`config.mk`:
```
export PLATFORM = sky130hd
export DESIGN_NAME = delta_index_decoder_flat
export DESIGN_NICKNAME = d
export VERILOG_FILES = /design/src/hw/rtl/dlt_pkg.sv /design/src/hw/rtl/dlt_in_if.sv /design/src/hw/rtl/dlt_out_if.sv /design/src/hw/rtl/dlt_cfg_if.sv /design/src/hw/rtl/delta_index_decoder.sv /design/src/hw/rtl/dlt_cfg_regs.sv /design/src/hw/rtl/dlt_step.sv /design/src/flat_wrapper.sv
export SDC_FILE = /design/constraint.sdc
export NUM_CORES = 1
export LEC_CHECK = 0
export BUFFER_PORTS_ARGS = -buffer_cell sky130_fd_sc_hd__buf_2
export CAP_MARGIN = 30
export CORE_MARGIN = 1
export CORE_UTILIZATION = 65
export CTS_BUF_LIST = sky130_fd_sc_hd__clkbuf_16
export CTS_CLUSTER_DIAMETER = 200
export DETAILED_ROUTE_END_ITERATION = 10
export PLACE_DENSITY_LB_ADDON = 0.3
export REMOVE_ABC_BUFFERS = 1
export SLEW_MARGIN = 40
export SYNTH_ARGS = -nofsm -noshare
export SYNTH_HDL_FRONTEND = slang
export SYNTH_SLANG_ARGS = --single-unit
```
`constraint.sdc`:
```
create_clock -name i_clk -period 19.2 [get_ports i_clk]
set_input_delay 1.92 -clock i_clk [delete_from_list [all_inputs] [get_ports i_clk]]
set_output_delay 1.92 -clock i_clk [all_outputs]
set_load 0.02 [all_outputs]
```
`src/hw/rtl/dlt_pkg.sv`:
```
// ----------------------------------------------------------------------------
// Delta index decoder package
// Shared widths, mode and status codes, register indexes and record types.
// ----------------------------------------------------------------------------
package dlt_pkg;

    localparam int unsigned BYTE_W    = 8;
    localparam int unsigned IDX_W     = 32;
    localparam int unsigned MODE_W    = 4;
    localparam int unsigned STATUS_W  = 2;
    localparam int unsigned PEND_W    = 24;
    localparam int unsigned CNT_W     = 2;
    localparam int unsigned CFG_IDX_W = 2;
    localparam int unsigned CFG_DAT_W = 32;

    // Code formats
    localparam logic [MODE_W-1:0] MODE_INT8     = 4'd0;
    localparam logic [MODE_W-1:0] MODE_INT16    = 4'd1;
    localparam logic [MODE_W-1:0] MODE_INT32    = 4'd2;
    localparam logic [MODE_W-1:0] MODE_BASE254  = 4'd3;
    localparam logic [MODE_W-1:0] MODE_BASE250  = 4'd7;
    localparam logic [MODE_W-1:0] MODE_ESC255   = 4'd8;
    localparam logic [MODE_W-1:0] MODE_INT15EXT = 4'd9;

    // Configuration register indexes
    localparam logic [CFG_IDX_W-1:0] CFG_CODING_MODE   = 2'd0;
    localparam logic [CFG_IDX_W-1:0] CFG_FEATURE_COUNT = 2'd1;

    typedef enum logic [STATUS_W-1:0] {
        ST_OK    = 2'd0,
        ST_RANGE = 2'd1,
        ST_TRUNC = 2'd2
    } t_status;

    typedef struct packed {
        logic [MODE_W-1:0] coding_mode;
        logic [IDX_W-1:0]  feature_count;
    } t_cfg;

    typedef struct packed {
        logic [IDX_W-1:0]  previous_index;
        logic [PEND_W-1:0] pending_bytes;
        logic [CNT_W-1:0]  pending_count;
        logic              discarding;
    } t_rec_state;

    typedef struct packed {
        logic [IDX_W-1:0] feature_index;
        t_status          status;
        logic             last_in_record;
    } t_result;

endpackage

```
`src/hw/rtl/dlt_in_if.sv`:
```
// ----------------------------------------------------------------------------
// Code byte channel
// Valid/ready channel carrying one code byte and its record end flag.
// ----------------------------------------------------------------------------
interface dlt_in_if;
    import dlt_pkg::*;

    logic              valid;
    logic              ready;
    logic [BYTE_W-1:0] code_byte;
    logic              record_end;

    modport source (output valid, output code_byte, output record_end, input ready);
    modport sink   (input valid, input code_byte, input record_end, output ready);
endinterface

```
`src/hw/rtl/dlt_out_if.sv`:
```
// ----------------------------------------------------------------------------
// Feature index channel
// Valid/ready channel carrying one decoded index with its status.
// ----------------------------------------------------------------------------
interface dlt_out_if;
    import dlt_pkg::*;

    logic                valid;
    logic                ready;
    logic [IDX_W-1:0]    feature_index;
    logic [STATUS_W-1:0] status;
    logic                last_in_record;

    modport source (output valid, output feature_index, output status,
                    output last_in_record, input ready);
    modport sink   (input valid, input feature_index, input status,
                    input last_in_record, output ready);
endinterface

```
`src/hw/rtl/dlt_cfg_if.sv`:
```
// ----------------------------------------------------------------------------
// Configuration write channel
// Valid/ready channel carrying a register index and write data.
// ----------------------------------------------------------------------------
interface dlt_cfg_if;
    import dlt_pkg::*;

    logic                 valid;
    logic                 ready;
    logic [CFG_IDX_W-1:0] index;
    logic [CFG_DAT_W-1:0] data;

    modport source (output valid, output index, output data, input ready);
    modport sink   (input valid, input index, input data, output ready);
endinterface

```
`src/hw/rtl/delta_index_decoder.sv`:
```
// ----------------------------------------------------------------------------
// Delta index decoder
// Decode delta-coded sparse feature indices from a stream of code bytes.
// ----------------------------------------------------------------------------
// A byte is registered in the input stage; the decode, 32-bit add and range
// compare on the running index sit in one stage before the result register.
// Throughput: one byte per cycle unless a result waits unaccepted on o_out.
// Reset (synchronous, active low): coding mode int8, feature count all ones,
// running index, pending code bytes and discard flag cleared, both stages empty.
// ----------------------------------------------------------------------------
module delta_index_decoder (
    input  logic     i_clk,
    input  logic     i_rst_n,
    dlt_in_if.sink   i_in,
    dlt_out_if.source o_out,
    dlt_cfg_if.sink  i_cfg
);
    import dlt_pkg::*;

    // Configuration
    t_cfg cfg;
    logic mode_wr;

    // Input stage
    logic              r_in_valid;
    logic [BYTE_W-1:0] r_in_code_byte;
    logic              r_in_record_end;

    // Record state and result stage
    t_rec_state r_state;
    t_rec_state n_state;
    t_rec_state step_state;
    logic       res_valid;
    t_result    result;
    logic       r_out_valid;
    t_result    r_out;

    logic in_xfer;
    logic advance;

    dlt_cfg_regs u_cfg (
        .i_clk     (i_clk),
        .i_rst_n   (i_rst_n),
        .i_cfg     (i_cfg),
        .o_cfg     (cfg),
        .o_mode_wr (mode_wr)
    );

    dlt_step u_step (
        .i_cfg        (cfg),
        .i_state      (r_state),
        .i_code_byte  (r_in_code_byte),
        .i_record_end (r_in_record_end),
        .o_state      (step_state),
        .o_res_valid  (res_valid),
        .o_result     (result)
    );

    // Advance the held byte whenever the result register is free or draining;
    // bytes that only extend a code advance too and leave the result alone.
    assign advance    = r_in_valid && (!r_out_valid || o_out.ready);
    assign i_in.ready = !r_in_valid || advance;
    assign in_xfer    = i_in.valid && i_in.ready;

    assign o_out.valid          = r_out_valid;
    assign o_out.feature_index  = r_out.feature_index;
    assign o_out.status         = r_out.status;
    assign o_out.last_in_record = r_out.last_in_record;

    // Take the step's record state on an advance, else hold.
    // A new coding mode drops any partly gathered code.
    always_comb begin
        n_state = advance ? step_state : r_state;
        if (mode_wr) begin
            n_state.pending_bytes = '0;
            n_state.pending_count = '0;
        end
    end

    always_ff @(posedge i_clk) begin
        if (!i_rst_n) begin
            r_in_valid  <= 1'b0;
            r_out_valid <= 1'b0;
            r_state     <= '0;
        end else begin
            if (in_xfer) begin
                r_in_valid <= 1'b1;
            end else if (advance) begin
                r_in_valid <= 1'b0;
            end

            if (advance && res_valid) begin
                r_out_valid <= 1'b1;
            end else if (o_out.ready) begin
                r_out_valid <= 1'b0;
            end

            r_state <= n_state;
        end
    end

    // Payload registers: no reset
    always_ff @(posedge i_clk) begin
        if (in_xfer) begin
            r_in_code_byte  <= i_in.code_byte;
            r_in_record_end <= i_in.record_end;
        end
        if (advance && res_valid) begin
            r_out <= result;
        end
    end
endmodule

```
`src/hw/rtl/dlt_cfg_regs.sv`:
```
// ----------------------------------------------------------------------------
// Configuration registers
// Hold coding mode and feature count; flag a coding mode write.
// ----------------------------------------------------------------------------
module dlt_cfg_regs (
    input  logic          i_clk,
    input  logic          i_rst_n,
    dlt_cfg_if.sink       i_cfg,
    output dlt_pkg::t_cfg o_cfg,
    output logic          o_mode_wr
);
    import dlt_pkg::*;

    t_cfg r_cfg;
    logic cfg_xfer;

    assign i_cfg.ready = 1'b1;
    assign cfg_xfer    = i_cfg.valid && i_cfg.ready;
    assign o_mode_wr   = cfg_xfer && (i_cfg.index == CFG_CODING_MODE);
    assign o_cfg       = r_cfg;

    always_ff @(posedge i_clk) begin
        if (!i_rst_n) begin
            r_cfg.coding_mode   <= MODE_INT8;
            r_cfg.feature_count <= '1;
        end else if (cfg_xfer) begin
            unique case (i_cfg.index)
                CFG_CODING_MODE:   r_cfg.coding_mode   <= i_cfg.data[MODE_W-1:0];
                CFG_FEATURE_COUNT: r_cfg.feature_count <= i_cfg.data[IDX_W-1:0];
                default: ;
            endcase
        end
    end
endmodule

```
`src/hw/rtl/dlt_step.sv`:
```
// ----------------------------------------------------------------------------
// Byte step logic
// Decode one code byte against the record state; give next state and result.
// ----------------------------------------------------------------------------
module dlt_step (
    input  dlt_pkg::t_cfg       i_cfg,
    input  dlt_pkg::t_rec_state i_state,
    input  logic [7:0]          i_code_byte,
    input  logic                i_record_end,
    output dlt_pkg::t_rec_state o_state,
    output logic                o_res_valid,
    output dlt_pkg::t_result    o_result
);
    import dlt_pkg::*;

    logic [BYTE_W-1:0] b0, b1, b2, b3;
    logic [BYTE_W-1:0] base;
    logic [BYTE_W-1:0] hi;
    logic [2:0]        needed;
    logic [2:0]        have;
    logic [IDX_W-1:0]  delta;
    logic [IDX_W-1:0]  idx;
    logic [CNT_W-1:0]  cnt;

    assign cnt = i_state.pending_count;

    // Gather code bytes: stored ones first, then the current byte
    always_comb begin
        b0 = (cnt == 2'd0) ? i_code_byte : i_state.pending_bytes[7:0];
        b1 = (cnt > 2'd1) ? i_state.pending_bytes[15:8]
           : (cnt == 2'd1) ? i_code_byte : '0;
        b2 = (cnt > 2'd2) ? i_state.pending_bytes[23:16]
           : (cnt == 2'd2) ? i_code_byte : '0;
        b3 = (cnt == 2'd3) ? i_code_byte : '0;
    end

    assign base = 8'(9'd257 - {5'b0, i_cfg.coding_mode});
    assign hi   = 8'(b0 - base - 8'd1);

    // Code length and delta by format
    always_comb begin
        needed = 3'd1;
        delta  = {24'b0, b0};
        case (i_cfg.coding_mode) inside
            MODE_INT16: begin
                needed = 3'd2;
                delta  = {16'b0, b1, b0};
            end
            MODE_INT32: begin
                needed = 3'd4;
                delta  = {b3, b2, b1, b0};
            end
            [MODE_BASE254:MODE_BASE250]: begin
                if (b0 > base) begin
                    needed = 3'd2;
                    delta  = 32'({1'b0, base} + 9'd1) + {16'b0, hi, b1};
                end
            end
            MODE_ESC255: begin
                if (b0 == 8'hFF) begin
                    needed = 3'd3;
                    delta  = {16'b0, b2, b1};
                end
            end
            MODE_INT15EXT: begin
                if (b0[7]) begin
                    needed = 3'd2;
                    delta  = {17'b0, b1, b0[6:0]};
                end
            end
            default: ;
        endcase
    end

    assign have = {1'b0, cnt} + 3'd1;
    assign idx  = i_state.previous_index + delta;

    always_comb begin
        o_state                 = i_state;
        o_res_valid             = 1'b0;
        o_result.feature_index  = idx;
        o_result.status         = ST_OK;
        o_result.last_in_record = i_record_end;
        if (i_state.discarding) begin
            if (i_record_end) o_state = '0;
        end else if (have < needed) begin
            if (i_record_end) begin
                o_res_valid            = 1'b1;
                o_result.feature_index = '0;
                o_result.status        = ST_TRUNC;
                o_state                = '0;
            end else begin
                case (cnt)
                    2'd0:    o_state.pending_bytes[7:0]   = i_code_byte;
                    2'd1:    o_state.pending_bytes[15:8]  = i_code_byte;
                    2'd2:    o_state.pending_bytes[23:16] = i_code_byte;
                    default: ;
                endcase
                o_state.pending_count = CNT_W'(have);
            end
        end else begin
            o_res_valid           = 1'b1;
            o_state.pending_bytes = '0;
            o_state.pending_count = '0;
            if (idx >= i_cfg.feature_count) begin
                o_result.status = ST_RANGE;
                if (i_record_end) o_state = '0;
                else o_state.discarding = 1'b1;
            end else begin
                o_state.previous_index = i_record_end ? '0 : idx;
            end
        end
    end
endmodule

```
`src/flat_wrapper.sv`:
```
// flat-port wrapper written by rule: the top's interface ports become plain ports
module delta_index_decoder_flat import dlt_pkg::*;
  (i_clk, i_rst_n, i_in_valid, i_in_code_byte, i_in_record_end, i_in_ready, o_out_valid, o_out_feature_index, o_out_status, o_out_last_in_record, o_out_ready, i_cfg_valid, i_cfg_index, i_cfg_data, i_cfg_ready);
  dlt_in_if i_in_i ();
  dlt_out_if o_out_i ();
  dlt_cfg_if i_cfg_i ();
  input  logic i_clk;
  input  logic i_rst_n;
  input wire logic [$bits(i_in_i.valid)-1:0] i_in_valid;
  input wire logic [$bits(i_in_i.code_byte)-1:0] i_in_code_byte;
  input wire logic [$bits(i_in_i.record_end)-1:0] i_in_record_end;
  output wire logic [$bits(i_in_i.ready)-1:0] i_in_ready;
  output wire logic [$bits(o_out_i.valid)-1:0] o_out_valid;
  output wire logic [$bits(o_out_i.feature_index)-1:0] o_out_feature_index;
  output wire logic [$bits(o_out_i.status)-1:0] o_out_status;
  output wire logic [$bits(o_out_i.last_in_record)-1:0] o_out_last_in_record;
  input wire logic [$bits(o_out_i.ready)-1:0] o_out_ready;
  input wire logic [$bits(i_cfg_i.valid)-1:0] i_cfg_valid;
  input wire logic [$bits(i_cfg_i.index)-1:0] i_cfg_index;
  input wire logic [$bits(i_cfg_i.data)-1:0] i_cfg_data;
  output wire logic [$bits(i_cfg_i.ready)-1:0] i_cfg_ready;
  assign i_in_i.valid = i_in_valid;
  assign i_in_i.code_byte = i_in_code_byte;
  assign i_in_i.record_end = i_in_record_end;
  assign i_in_ready = i_in_i.ready;
  assign o_out_valid = o_out_i.valid;
  assign o_out_feature_index = o_out_i.feature_index;
  assign o_out_status = o_out_i.status;
  assign o_out_last_in_record = o_out_i.last_in_record;
  assign o_out_i.ready = o_out_ready;
  assign i_cfg_i.valid = i_cfg_valid;
  assign i_cfg_i.index = i_cfg_index;
  assign i_cfg_i.data = i_cfg_data;
  assign i_cfg_ready = i_cfg_i.ready;
  delta_index_decoder u_core (.i_clk(i_clk), .i_rst_n(i_rst_n), .i_in(i_in_i), .o_out(o_out_i), .i_cfg(i_cfg_i));
endmodule
```
## Word level (Yosys, flattened, before mapping)

Index checks and enable logic that the tools add are counted.

- Reductions and logical operators: 20
- Magnitude comparators: 7
- Bitwise logic cells: 1
- Mux-type cells: 46
- $add $sub $neg: 7
- Equality and inequality tests: 14

Operators by type and width:

| kind | count |
|---|---|
| two-way mux 32 bit | 6 |
| two-way mux 59 bit | 3 |
| two-way mux 34 bit | 2 |
| two-way mux 8 bit | 8 |
| two-way mux 58 bit | 1 |
| two-way mux 17 bit | 2 |
| adder 32 bit | 1 |
| greater-or-equal comparator 32 bit | 1 |
| two-way mux 16 bit | 2 |
| two-way mux 15 bit | 2 |
| two-way mux 27 bit | 1 |
| two-way mux 26 bit | 1 |
| adder 9 x 16 -> 17 bit | 1 |
| two-way mux 2 bit | 7 |
| adder 8 x 1 -> 9 bit (second input constant) | 1 |
| two-way mux 1 bit | 9 |
| == test 4 bit (second input constant) | 2 |
| == test 8 bit (second input constant) | 1 |
| greater-than comparator 8 bit | 1 |
| subtractor 8 x 1 -> 8 bit (second input constant) | 1 |
| subtractor 8 bit | 1 |
| two-way mux 3 bit | 2 |
| inequality test 2 x 1 -> 1 bit (second input constant) | 3 |
| inequality test 3 x 2 -> 1 bit (second input constant) | 2 |
| other kinds (21) | 34 |

- Register bits after elaboration: 141
- Bits of input ports: 48

## Logic depth before layout (Yosys ltp)

- Depth after elaboration: 14
- Gate-level depth with buffers: 41
- Gate-level depth less buffers: 35

## By module

A second synthesis with hierarchy kept.

- Cell total of the unflattened synthesis: 1305
- Area, all modules: 11036.8 um^2

Modules (own cells, without submodules):

| module | cells each | area an instance (um^2) | times used | sequential area each (um^2) |
|---|---|---|---|---|
| dlt_step | 825 | 5499.0 | 1 | 0.0 |
| delta_index_decoder | 313 | 3777.4 | 1 | 2542.4 |
| dlt_cfg_regs | 167 | 1760.4 | 1 | 720.7 |

## Worst setup path before layout

OpenSTA, ideal clock, no wires.

- Path kind: reg-to-reg
- Start: register u_core.r_state[2] in the netlist's numbering
- End: register u_core.r_state[39] in the netlist's numbering
- Path buffers: 6
- Setup time: 76 ps
- Data required time: 19124 ps
- Period minus slack after synthesis: 7889 ps
- Cell stages (with the launch flop): 39
- Slack: 11311 ps
- Arrival time: 7813 ps
- Cells stage by stage: dfxtp_1 > clkbuf_1 > inv_1 > ha_1 > clkbuf_1 > clkbuf_1 > nor2_1 > a21oi_1 > inv_1 > ha_1 > nor2b_1 > o21a_1 > o211ai_1 > nand2_1 > o41ai_1 > nand2_1 > nand2_1 > xor2_1 > [... 3 more ...] > a21oi_1 > o21a_1 > o22ai_1 > or3_1 > clkbuf_1 > a211oi_1 > nor3_1 > a221oi_1 > xnor2_1 > ha_1 > nand4_1 > nor4_1 > nand3_1 > o31ai_1 > o31a_1 > clkbuf_1 > nand2_1 > a21boi_0

- Longest elaborated chain between the ends: 14
- Elaborated cells between the ends (all ways): 44

RTL lines:

| item | RTL line | RTL |
|---|---|---|
| from (decl) | delta_index_decoder.sv:30 | `t_rec_state r_state;` |
| from (signal assigned) | delta_index_decoder.sv:98 | `r_state <= n_state;` |
| zero test 2 bit or == test 2 x 1 -> 1 bit (tied branches) | dlt_step.sv:29, dlt_step.sv:31 |  |
| two-way mux 8 bit (on tied branches) | -- |  |
| subtractor 8 bit or two-way mux 8 bit (tied branches) | dlt_step.sv:38, dlt_step.sv:30 |  |
| subtractor 8 x 1 -> 8 bit or two-way mux 15 bit (tied branches) | dlt_step.sv:38, dlt_step.sv:66 |  |
| adder 9 x 16 -> 17 bit or two-way mux 15 bit (tied branches) | dlt_step.sv:56, dlt_step.sv:44 |  |
| two-way mux 17 bit or two-way mux 16 bit (tied branches) | dlt_step.sv:54, dlt_step.sv:44 |  |
| two-way mux 17 bit | dlt_step.sv:44 | `case (i_cfg.coding_mode) inside` |
| two-way mux 32 bit (2 in series) | dlt_step.sv:44 |  |
| adder 32 bit | dlt_step.sv:76 | `assign idx = i_state.previous_index + delta;` |
| greater-or-equal comparator 32 bit or two-way mux 32 bit (tied branches) | dlt_step.sv:105, dlt_step.sv:110 |  |
| two-way mux 32 bit | dlt_step.sv:105 | `if (idx >= i_cfg.feature_count) begin` |
| two-way mux 59 bit | dlt_step.sv:86 | `end else if (have < needed) begin` |
| two-way mux 59 bit | dlt_step.sv:84 | `if (i_state.discarding) begin` |

Several ways; a longest one is shown, not always the timed one.
A chain may end at the register's enable or synchronous reset.

## Worst setup path after layout

- Start: register u_core.r_state[2] in the netlist's numbering
- End: register u_core.r_state[54] in the netlist's numbering

The elaborated chain is that of the path after synthesis.

==> metrics.txt <==
# TYPE chip_impl_metric gauge
chip_impl_metric{name="synth.yosys.warnings",unit=""} 0
chip_impl_metric{name="firstDrtPassIters",unit=""} 5
chip_impl_metric{name="synth_xor_area_frac",unit=""} 0.04496
chip_impl_metric{name="period_share",unit=""} 0.4763
chip_impl_metric{name="synth.ff_latch_count",unit=""} 141
chip_impl_info{name="critical_path.most_common_cell",value="sky130_fd_sc_hd__ha_1"} 1
chip_impl_metric{name="timing.max_cap.violations",unit=""} 0
chip_impl_info{name="run_status",value="complete, no violations"} 1
chip_impl_metric{name="clock-sinks",unit=""} 141
chip_impl_metric{name="netlist_instances",unit=""} 1090
chip_impl_info{name="dominantRegCellSynth",value="sky130_fd_sc_hd__dfxtp_1"} 1
chip_impl_metric{name="report.final.setup_viol",unit=""} 0
chip_impl_info{name="critPathCaptureType",value="flop"} 1
chip_impl_metric{name="groute.usage.overall",unit=""} 0.3281
chip_impl_info{name="cpMaxStageDelayCell",value="sky130_fd_sc_hd__o41ai_1"} 1
chip_impl_metric{name="chipWidth",unit="um"} 121.9
chip_impl_metric{name="drt_iter0_drc",unit=""} 708
chip_impl_metric{name="critical_path_fanout_max",unit=""} 24
chip_impl_info{name="timing.setup.critical_path_class",value="flop to flop"} 1
chip_impl_metric{name="synth-seq-area-share",unit=""} 0.3490
chip_impl_metric{name="start_util",unit=""} 0.6710
chip_impl_metric{name="timing.critical_path.buf_inv",unit=""} 4
chip_impl_metric{name="route.detailed.drc",unit=""} 0
chip_impl_metric{name="crit_path_max_incr_delay",unit="ns"} 0.69
chip_impl_metric{name="irDropWorstVdd",unit="uV"} 69.59
chip_impl_metric{name="p_leak",unit="nW"} 4.762
chip_impl_metric{name="postSynthAreaPerCell",unit="sq um"} 8.578
chip_impl_metric{name="shortest_period_the_worst_path_allows",unit="ns"} 9.145
chip_impl_metric{name="globalplace.congestion",unit=""} 1.029
chip_impl_metric{name="final_util",unit=""} 0.7539
chip_impl_metric{name="worstPathRequired",unit="ns"} 19.58
chip_impl_metric{name="viasPerCell",unit=""} 6.176
chip_impl_metric{name="hold_ws",unit="ns"} 0.4606
chip_impl_metric{name="cts_hold_buf",unit=""} 0
chip_impl_metric{name="final_layout_size_suffix_gt1_frac",unit=""} 0.1280
chip_impl_metric{name="grt_antenna_before_repair",unit=""} 0
chip_impl_metric{name="fin_nets",unit=""} 1285
chip_impl_metric{name="grt.overflow.total",unit=""} 0
chip_impl_metric{name="dp_hpwl",unit="mm"} 17.29
chip_impl_info{name="most_frequent_standard_cell_in_the_layout_excluding_fill_and_tap_cells",value="sky130_fd_sc_hd__nand2_1"} 1
chip_impl_metric{name="worst-endpoint-arrival",unit="ns"} 9.52
chip_impl_metric{name="wirelength",unit="mm"} 23.78
chip_impl_metric{name="pwr_density_cell",unit="nW/um^2"} 74.51
chip_impl_metric{name="hold_viol_final",unit=""} 0
chip_impl_info{name="setup.worst_path.start_class",value="flop"} 1
chip_impl_info{name="grt_setup_unrepaired",value="no"} 1
chip_impl_metric{name="vias_in_the_first_global_route",unit=""} 7582
chip_impl_metric{name="detail_route.wl_per_cell",unit="um"} 17.69
chip_impl_metric{name="finClkSkew",unit="ns"} 0.007504
chip_impl_metric{name="clkLatencyLatePin",unit="ns"} 0.44
chip_impl_metric{name="async_reset_ff_frac",unit=""} 0
chip_impl_metric{name="dieArea",unit="sq um"} 14870
chip_impl_metric{name="place.port_buffers",unit=""} 84
chip_impl_metric{name="worst_setup_hold_path_clk_slew",unit="ns"} 0.06
chip_impl_metric{name="setup_tns",unit="ns"} 0
chip_impl_metric{name="post_synthesis_share_of_cell_area_spent_on_full_adders_half_adders_and_majority_gates",unit=""} 0.1196
chip_impl_metric{name="yosysUniqueCellTypes",unit=""} 70
chip_impl_metric{name="tightestPinTransition",unit="ns"} 0.7950
chip_impl_metric{name="antenna_cells",unit=""} 0
chip_impl_metric{name="detailroute.via_count",unit=""} 8300
chip_impl_metric{name="post_synth_mux_area_share",unit=""} 0.02971
chip_impl_metric{name="max_freq",unit="MHz"} 109.4
chip_impl_metric{name="mappedNetlistArea",unit="sq um"} 9350
chip_impl_metric{name="drt.antenna.violating_nets",unit=""} 0
chip_impl_info{name="mostFrequentLayoutCells",value="sky130_fd_sc_hd__nand2_1 (111), sky130_fd_sc_hd__dfxtp_1 (97), sky130_fd_sc_hd__nor2_1 (85)"} 1
chip_impl_metric{name="postCtsSetupRepairBufs",unit=""} 0
chip_impl_metric{name="yosys.area_share.simple",unit=""} 0.1943
chip_impl_metric{name="placement_rows",unit=""} 43
chip_impl_metric{name="clock_tree.buffer_depth",unit=""} 2
chip_impl_info{name="cts_tree",value="built"} 1
chip_impl_metric{name="cts_htree_levels",unit=""} 4
chip_impl_metric{name="relSlewSlack",unit=""} 0.4690
chip_impl_metric{name="flow.area_growth_from_synthesis",unit="%"} 12.35
chip_impl_info{name="cp_top_family",value="compound AO/OA/AOI/OAI gates"} 1
chip_impl_metric{name="compound_cell_area_share_of_the_yosys_netlist",unit=""} 0.2132
chip_impl_metric{name="maxSlewViolCount",unit=""} 0
chip_impl_info{name="combinational_family_with_the_most_area_after_synthesis",value="compound AO/OA/AOI/OAI gates"} 1
chip_impl_metric{name="number_of_buffers_created_by_cts",unit=""} 17
chip_impl_metric{name="cts_resized",unit=""} 0
chip_impl_metric{name="fp.coreArea",unit="sq um"} 13930
chip_impl_metric{name="synth_edf_count",unit=""} 44
chip_impl_metric{name="die_height",unit="um"} 121.9
chip_impl_metric{name="grt_pass1_wl",unit="mm"} 37.49
chip_impl_metric{name="final.fill_count",unit=""} 1040
chip_impl_info{name="clock-root-buffer",value="sky130_fd_sc_hd__clkbuf_16"} 1
chip_impl_info{name="worst_hold_path_type",value="flop to flop"} 1
chip_impl_metric{name="top_level_ports",unit=""} 86
chip_impl_metric{name="grt_start_max_net_pins",unit=""} 67
-- power breakdown --
part	internal, mW	switching, mW	total, mW
combinational	0.0436	0.0743	0.118
clock	0.204	0.135	0.339
sequential	0.320	0.00645	0.326
-- path summary, 6_finish.rpt --
check / cells past startpoint / slack, ns / endpoint / start
setup / recovery: 32 / 10.06 / u_core.r_state[54] / u_core.r_state[2]
hold / removal: 2 / 0.46 / u_core.r_state[27] / u_core.r_state[27]
setup reg to reg: 32 / 10.06 / u_core.r_state[54] / u_core.r_state[2]
hold reg to reg: 2 / 0.46 / u_core.r_state[27] / u_core.r_state[27]
-- layer usage --
metal | track usage | wire length, um
met1 | 0.4233 | 10430
met2 | 0.5466 | 11100
met3 | 0.05103 | 1638
met4 | 0.1327 | 611
met5 | 0 | 0
-- flip-flops by register name, indices dropped and copies added (netlist names) --
signal and cells:
u_core.r_state 59, u_core.r_in_code_byte 8, u_core.r_in_record_end 1, u_core.o_out.valid 1
u_core.r_in_valid 1, u_core.o_out.feature_index 32, u_core.u_cfg.o_cfg 36, u_core.o_out.status 2
u_core.o_out.last_in_record 1
-- cells in the mapped netlist (7+ instances only) --
cell | instances | area share
sky130_fd_sc_hd__xnor2_1 | 33 | 0.031
sky130_fd_sc_hd__mux2i_1 | 21 | 0.022
sky130_fd_sc_hd__and2_1 | 13 | 0.0087
sky130_fd_sc_hd__nor2_1 | 86 | 0.035
sky130_fd_sc_hd__a21o_1 | 26 | 0.021
sky130_fd_sc_hd__a21oi_1 | 70 | 0.037
sky130_fd_sc_hd__a22oi_1 | 20 | 0.016
sky130_fd_sc_hd__nand4_1 | 11 | 0.0074
sky130_fd_sc_hd__nor2b_1 | 48 | 0.032
sky130_fd_sc_hd__edfxtp_1 | 44 | 0.14
sky130_fd_sc_hd__o21a_1 | 8 | 0.0064
sky130_fd_sc_hd__ha_1 | 83 | 0.11
sky130_fd_sc_hd__o21ai_0 | 51 | 0.027
sky130_fd_sc_hd__nand2_1 | 111 | 0.045
sky130_fd_sc_hd__buf_2 | 7 | 0.0037
sky130_fd_sc_hd__a21boi_0 | 17 | 0.014
sky130_fd_sc_hd__o211ai_1 | 37 | 0.030
sky130_fd_sc_hd__inv_1 | 62 | 0.025
sky130_fd_sc_hd__dfxtp_1 | 97 | 0.21
sky130_fd_sc_hd__clkbuf_1 | 35 | 0.014
sky130_fd_sc_hd__xor2_1 | 15 | 0.014
sky130_fd_sc_hd__and3_1 | 23 | 0.015
sky130_fd_sc_hd__a22o_1 | 9 | 0.0084
sky130_fd_sc_hd__nand3_1 | 41 | 0.022
sky130_fd_sc_hd__a211oi_1 | 7 | 0.0056
sky130_fd_sc_hd__buf_1 | 7 | 0.0028
sky130_fd_sc_hd__a211o_1 | 8 | 0.0075
-- worst min-delay path, cell delays in order, from the launching register on --
cell                       delay [ns]
sky130_fd_sc_hd__dfxtp_1         0.31
sky130_fd_sc_hd__nand2_1         0.05
sky130_fd_sc_hd__a21boi_1        0.05
-- area by class of cell --
| class | instances | area [sq um] | share of cell area |
|---|---|---|---|
| Clock buffer | 17 | 425.4 | 0.04050 |
| Tap cell | 180 | 225.2 | 0.02144 |
| Timing Repair Buffer | 93 | 499.2 | 0.04752 |
| Clock inverter | 15 | 170.2 | 0.01620 |
| Sequential cell | 141 | 3263 | 0.3106 |
| Multi-Input combinational cell | 834 | 5677 | 0.5404 |
| Inverter | 64 | 245.2 | 0.02334 |
-- logic make-up after synthesis --
logic type | Yosys count
AOI/OAI and AO/OA | 297
xor gates and xnor gates | 48
adders and majority gates | 88
buffers and inverters | 115
DFF | 141
muxes | 27
other | 1
and+or+nand+nor | 373
-- stage by stage --
step,setup WS (ns),std cells,total power [mW],instance area (sq um)
final,10.06,1344,0.7827,10510
after global routing,9.117,1344,0.8089,10510
after CTS,10.17,1344,0.7816,10500
after detailed placement,10.28,1312,0.4475,9905
after global placement,10.25,1310,0.4444,9874
after floorplan,11.25,1039,0.4096,9139
(Power assumes the default switching activity.)
